## config.mk

```make
export PLATFORM = sky130hd
export DESIGN_NAME = cgeh_ctrl
export DESIGN_NICKNAME = d
export VERILOG_FILES = /design/src/design/cgeh_pkg.sv /design/src/design/cgeh_ctrl.sv
export SDC_FILE = /design/constraint.sdc
export NUM_CORES = 1
export LEC_CHECK = 0
export BUFFER_PORTS_ARGS = -buffer_cell sky130_fd_sc_hd__buf_4
export CAP_MARGIN = 10
export CELL_PAD_IN_SITES_DETAIL_PLACEMENT = 0
export CELL_PAD_IN_SITES_GLOBAL_PLACEMENT = 1
export CORE_AREA = 2 2 39 41
export DETAILED_ROUTE_END_ITERATION = 6
export DIE_AREA = 0 0 41 43
export HOLD_SLACK_MARGIN = 0.12
export PLACE_DENSITY_LB_ADDON = 0.1
export SLEW_MARGIN = 20
export SYNTH_ARGS = -nofsm -noshare
export SYNTH_HDL_FRONTEND = slang
export SYNTH_SLANG_ARGS = --single-unit
export TNS_END_PERCENT = 100
```

## constraint.sdc

```tcl
create_clock -name clk -period 1.9 [get_ports clk]
set_input_delay 0.38 -clock clk [delete_from_list [all_inputs] [get_ports clk]]
set_output_delay 0.38 -clock clk [all_outputs]
set_load 0.05 [all_outputs]
```

## src/design/cgeh_pkg.sv

```systemverilog
`timescale 1ns / 1ps
package cgeh_pkg;

  // Histogram geometry
  localparam int TOP_BIN = 4095;
  localparam int NBINS   = TOP_BIN + 1;
  localparam int BIN_W   = $clog2(NBINS);

  // Field widths
  localparam int OP_W       = 2;
  localparam int TIME_W     = 64;
  localparam int ENERGY_W   = 24;
  localparam int IDX_W      = 12;
  localparam int CNT_W      = 32;
  localparam int WIN_W      = 32;
  localparam int SHIFT_W    = 5;
  localparam int CFG_IDX_W  = 1;
  localparam int CFG_DATA_W = 32;

  localparam logic [CNT_W-1:0] CNT_SAT = {CNT_W{1'b1}};

  // Item operations
  localparam logic [OP_W-1:0] OP_DEPOSIT = 2'd0;
  localparam logic [OP_W-1:0] OP_EOE     = 2'd1;
  localparam logic [OP_W-1:0] OP_READ    = 2'd2;
  localparam logic [OP_W-1:0] OP_CLEAR   = 2'd3;

  // Register indexes
  localparam logic [CFG_IDX_W-1:0] REG_RESOLVE_WINDOW = 1'd0;
  localparam logic [CFG_IDX_W-1:0] REG_BIN_SHIFT      = 1'd1;

  typedef struct packed {
    logic in_ready;
    logic eval;
    logic update;
    logic push;
    logic clr_we;
  } cmd_t;

  typedef struct packed {
    logic [OP_W-1:0] op;
    logic            clr_last;
    logic            out_free;
  } status_t;

endpackage

```

## src/design/cgeh_ctrl.sv

```systemverilog
`timescale 1ns / 1ps
module cgeh_ctrl import cgeh_pkg::*; (
  input  logic    clk,
  input  logic    rst_n,
  input  logic    in_valid,
  input  status_t status,
  output cmd_t    cmd
);

  localparam logic [2:0] S_CLEAR = 3'd0;
  localparam logic [2:0] S_IDLE  = 3'd1;
  localparam logic [2:0] S_EVAL  = 3'd2;
  localparam logic [2:0] S_UPD   = 3'd3;
  localparam logic [2:0] S_PUSH  = 3'd4;

  logic [2:0] state_r, state_nxt;
  logic       clr_op_r, clr_op_nxt;  // sweep was requested by an item

  always_comb begin
    state_nxt  = state_r;
    clr_op_nxt = clr_op_r;
    cmd        = '0;
    case (state_r)
      S_CLEAR: begin
        cmd.clr_we = 1'b1;
        if (status.clr_last) begin
          state_nxt  = clr_op_r ? S_UPD : S_IDLE;
          clr_op_nxt = 1'b0;
        end
      end
      S_IDLE: begin
        cmd.in_ready = 1'b1;
        if (in_valid) state_nxt = S_EVAL;
      end
      S_EVAL: begin
        cmd.eval = 1'b1;
        if (status.op == OP_CLEAR) begin
          state_nxt  = S_CLEAR;
          clr_op_nxt = 1'b1;
        end else begin
          state_nxt = S_UPD;
        end
      end
      S_UPD: begin
        cmd.update = 1'b1;
        state_nxt  = S_PUSH;
      end
      S_PUSH: begin
        if (status.out_free) begin
          cmd.push  = 1'b1;
          state_nxt = S_IDLE;
        end
      end
      default: state_nxt = S_IDLE;
    endcase
  end

  always_ff @(posedge clk) begin
    if (!rst_n) begin
      state_r  <= S_CLEAR;
      clr_op_r <= 1'b0;
    end else begin
      state_r  <= state_nxt;
      clr_op_r <= clr_op_nxt;
    end
  end

endmodule

```

**Word-level counts from Yosys, hierarchy flattened**

Cells that the tools add are included.

- Register bits after elaboration: 4
- Input bits: 7
- Output and inout port bits: 5
- Word-level logic and storage cells: 30

- Eq/ne operators: 9
- Muxes and demuxes: 15
- Reduce and logical (&&, ||, !) cells: 4

Operators by type and width:

| kind | number |
|---|---|
| $pmux 3 s5 | 1 |
| $mux 3 | 3 |
| $mux 1 | 8 |
| $ne 2x2->1 const B | 4 |
| $eq 3x2->1 const B | 2 |
| $reduce_and 3->1 | 2 |
| $mux 2 | 2 |
| $eq 3x1->1 const B | 1 |
| $eq 3x3->1 const B | 1 |
| $logic_not 3->1 | 1 |
| $eq 2x2->1 const B | 1 |
| $pmux 1 s2 | 1 |
| $reduce_bool 2->1 | 1 |

**Longest topological paths before layout**

- Word-level depth: 3
- Depth in mapped cells: 4
- Gate-level depth less buffers: 3

**Worst setup path after synthesis**

OpenSTA, ideal clock, no wires.

- Path type: reg2out
- Start point: reg state_r[0]
- End point: out cmd[4] in the netlist's numbering
- Arrival time: 1.629 ns
- Setup slack: -0.109 ns
- Stages on the path, launching flop included: 3
- Path through: dfxtp_1 -> buf_6 -> nor3b_1

RTL lines:

| item | RTL line | source |
|---|---|---|
| start: declaration | cgeh_ctrl.sv:16 | `logic [2:0] state_r, state_nxt;` |
| start signal: assignment | cgeh_ctrl.sv:63 | `state_r <= state_nxt;` |
| end: declaration | cgeh_ctrl.sv:7 | `output cmd_t cmd` |

==> impl_summary.txt <==
----------------------------------------------------
[Route]
  Number of DRC violations after detailed-routing iteration 0 ... 1
  Total length of routed met2 wires ... 327 um
  Via count normalized by instance count ... 4.709
  Highest routed layer ... met3
  Detailed Route WL ... 652 um
  Via Count ... 259
  First-pass iteration count of the detailed router ... 4
  Wire length on met3 ... 60 um
  DRC violation count after routing ... 0
  Routed wirelength normalized by instance count ... approximately 12 um
  ANT nets after route ... 0
  Wire length the detailed router placed on met1 ... 264 um

[Global route]
  Pin count of the biggest net entering global routing ... 13
  Via count of the first global-routing pass ... 235
  Global-route wire length before repair ... 1.000 mm
  Grt total ovfl ... 0
  Antenna violations before repair ... 0
  Tot GR Track Use ... 8.534%

[Pwr]
  Switching Share ... around a third
  Part of the total power dissipated in sequential elements ... 34.6%
  Proportion of power drawn by the clock network ... 33.8%
  Internal power ... between 200 and 250 uW
  Static leakage power ... between 0.15 and 0.2 nW
  Reported net switching power ... 109.8 uW
  Peak supply drop ... approximately 280 uV
  Power density of the placed cells ... 854.6 mW/mm2
  Combinational Power Share ... 31.6%

[Setup path]
  Reg2reg path depth ... 3
  Destination of the worst register-to-register timing path ... state_r[1]$_SDFFE_PN0P_
  Signal arrival time at the worst endpoint ... 1.26 ns
  Required time of the worst setup path ... 1.52 ns
  Cell with the biggest individual delay on the critical path ... sky130_fd_sc_hd__dfxtp_1
  Beginning of the worst register-to-register path ... state_r[0]$_SDFFE_PN0P_
  Buffers & Inverters on Critical Path ... 1
  Kind of cell adding the most delay to the critical path ... flip-flops
  Critical path startpoint category ... register
  Cell chain of the critical path ... nor2_2, and3_2, buf_4
  Largest fanout of any net on the critical path ... 12
  WS Path Type ... register to output pin
  Maximum single-stage delay on the critical path ... 0.56 ns
  Setup crit end kind ... output pin
  Register-to-register setup slack ... approximately 0.6 ns

[Min path]
  Startpoint of the lowest-slack hold path ... rst_n
  Cell depth of the worst hold path ... 2
  Classification of the worst-slack hold path ... input port to register
  Min-Delay Endpoint ... state_r[2]$_SDFFE_PN0P_

[Timing]
  Post-Route Setup TNS ... 0 ns
  Final-report max-slew violation count ... 0
  Final Critical Period ... between 1.5 and 2 ns
  Setup repair after global routing missed its margin ... false
  Number of failing hold endpoints at the final stage ... 0
  Worst Tran Pin Value ... between 0.4 and 0.5 ns
  Final worst clock skew ... 0.003128 ns
  Final setup vio count ... 0
  Worst hold slack ... 0.3800 ns
  F_max ... 611.1 MHz
  Period utilisation layout ... between 80 and 90%
  Relative slew slack ... 73.08%

[Placement]
  Area after detailed placement ... 341.6 um2
  Detailed-placement wirelength estimate ... between 400 and 500 um
  Final Wtd Congestion ... 0.7293
  Post-Place Cells ... 52
  Number of input and output port buffers inserted ... 11

[Yosys]
  Fraction of synthesized cell area taken by the top area cell type ... between 20 and 30%
  Predominant post-synthesis flop cell ... sky130_fd_sc_hd__dfxtp_1
  Number of instances in the synthesized netlist ... 29
  Adder-cell share of the synthesized area ... 0%
  Mapped Avg Cell Area ... around 9.4 um2
  Multiplexer area fraction after synthesis ... 0%
  Dominant cell type by area after synthesis ... sky130_fd_sc_hd__dfxtp_1
  Synth area leaders ... sky130_fd_sc_hd__dfxtp_1 29%, sky130_fd_sc_hd__buf_6 8.3%, sky130_fd_sc_hd__buf_4 5.5%
  Net Count, Synth ... 36
  Most common cell in the netlist ... sky130_fd_sc_hd__dfxtp_1
  Combinational family with the most area after synthesis ... simple AND/OR/NAND/NOR gates
  Share of synthesized area occupied by flip-flops and latches ... 29.49%
  Number of synthesis warnings ... 0
  Xor-xnor portion of the synthesized cell area ... 0%
  Number of enable flip-flop cells after synthesis ... 0
  Mapped Area ... 271.5 um2
  Compound-Gate Fraction of Synth Area ... 23.04%
  Async SR Flop Fraction ... 0%
  Distinct cells, synth ... 23
  Share of synthesized cell area in and, or, nand and nor gates ... about 32%
  Number of synthesized register bits ... 4
  Leading post-synthesis cells by instance count ... 4 x sky130_fd_sc_hd__dfxtp_1, 2 x sky130_fd_sc_hd__buf_4, 2 x sky130_fd_sc_hd__buf_6, 2 x sky130_fd_sc_hd__nor3_1

[CTS]
  Number of hold buffers added after cts ... 0
  Maximum clock insertion buffer count ... 2
  Clk sinks ... 4
  Clock transition at the register clock pins on the worst setup and hold paths after CTS ... 0.04 ns
  TritonCTS buffer count ... 3
  Buffer type at the clock tree root ... sky130_fd_sc_hd__clkbuf_4
  Buffers inserted during post-CTS setup optimization ... 0
  Clock tree from TritonCTS ... yes
  Clock latency at the later pin of the worst-skew pair ... ~0.23 ns
  Number of levels in the clock H-tree ... 1
  Cells resized by post-CTS repair ... 0

[Job]
  Max-cap violation count ... 0

[Cells and area]
  Final net count ... 48
  Final Core Density ... around a quarter
  Number of antenna diodes ... 0
  Post-route design area ... 364.1 um2
  Final non-filler cell total ... 55
  Sequential cell area ... between 80 and 90 um2
  Fill cell instance count of the final layout ... 159
  Area of the multi-input gates ... 155.1 um2
  Syn-to-layout area delta ... 34.10%
  Layout cell share with drive strength beyond 1 ... 48.72%

[Status]
  Status ... complete, no violations

[Floorplanning]
  Initial core utilization ... about 20%
  Horiz. Die Dim ... 41 um
  Number of rows created at floorplan ... 14
  Std-Cell Core Area ... between 0.001 and 0.0015 mm2
  Die ar. ... ~0.0018 mm2
  Vertical die dimension ... 43 um
  Number of ports placed on the die boundary ... 12

----------------------------------------------------
[per-layer routing]
| metal | vias to the layer above | track usage, % |
|---|---|---|
| met5 | - | 0 |
| met4 | 0 | 4.000 |
| met3 | 0 | 4.712 |
| met2 | 7 | 11.56 |
| met1 | 123 | 10.61 |
| li1 | 129 | - |
[registers in the layout (all words and copies together) (netlist names)]
signal	cells
state_r	3
clr_op_r	1
[logic make-up (layout without fill, tap and decap cells)]
kind of cell,after synthesis,count (layout)
AND/OR/NAND/NOR,12,12
AO/OA/AOI/OAI,8,8
buffers and inverters,5,15
flip-flops,4,4
[through the flow]
stage | total power [mW] | setup WS [ns]
after floorplan | 0.1863 | 0.02448
after global placement | 0.2085 | 0.4947
after detailed placement | 0.2070 | 0.5205
after CTS | 0.3181 | 0.2664
after global routing | 0.3305 | 0.1844
final | 0.3112 | 0.2636
[cell usage in the layout, fill, tap and decap left out, drive strengths merged, types with 2 or more instances in the layout]
master / n
buf: 11
dfxtp: 4
clkbuf: 3
nor3b: 2
nor3: 2
[power by group through the flow]
stage / Combinational [mW] / Sequential [mW] / Clock (mW)
floorplan: 0.0902 / 0.0960 / 0
global placement: 0.0999 / 0.109 / 0
detailed placement: 0.0986 / 0.108 / 0
CTS: 0.0997 / 0.107 / 0.112
global route: 0.104 / 0.110 / 0.117
finish: 0.0982 / 0.108 / 0.105
[worst reg2reg max path: stages (launching register included)]
cell and delay [ns]:
sky130_fd_sc_hd__dfxtp_1 0.56, sky130_fd_sc_hd__and2b_2 0.26, sky130_fd_sc_hd__a221oi_1 0.28, sky130_fd_sc_hd__nor3_1 0.07
[cell type report]
type                            instances  share of cell area [%]
Multi-Input combinational cell         20                   42.61
Clock buffer                            3                   6.186
Tap cell                               16                   5.498
Sequential cell                         4                   21.99
Timing Repair Buffer                   11                   22.68
Inverter                                1                   1.031
[worst max path at each step]
stage                                 start  slack [ns]  cells past startpoint      to
CTS                 state_r[0]$_SDFFE_PN0P_        0.27                      3  cmd[1]
floorplan           state_r[1]$_SDFFE_PN0P_        0.02                      2  cmd[0]
global placement    state_r[0]$_SDFFE_PN0P_        0.49                      3  cmd[1]
finish              state_r[0]$_SDFFE_PN0P_        0.26                      3  cmd[1]
detailed placement  state_r[0]$_SDFFE_PN0P_        0.52                      3  cmd[1]
global route        state_r[0]$_SDFFE_PN0P_        0.18                      2  cmd[4]
Power figures use the tool's default switching activity.
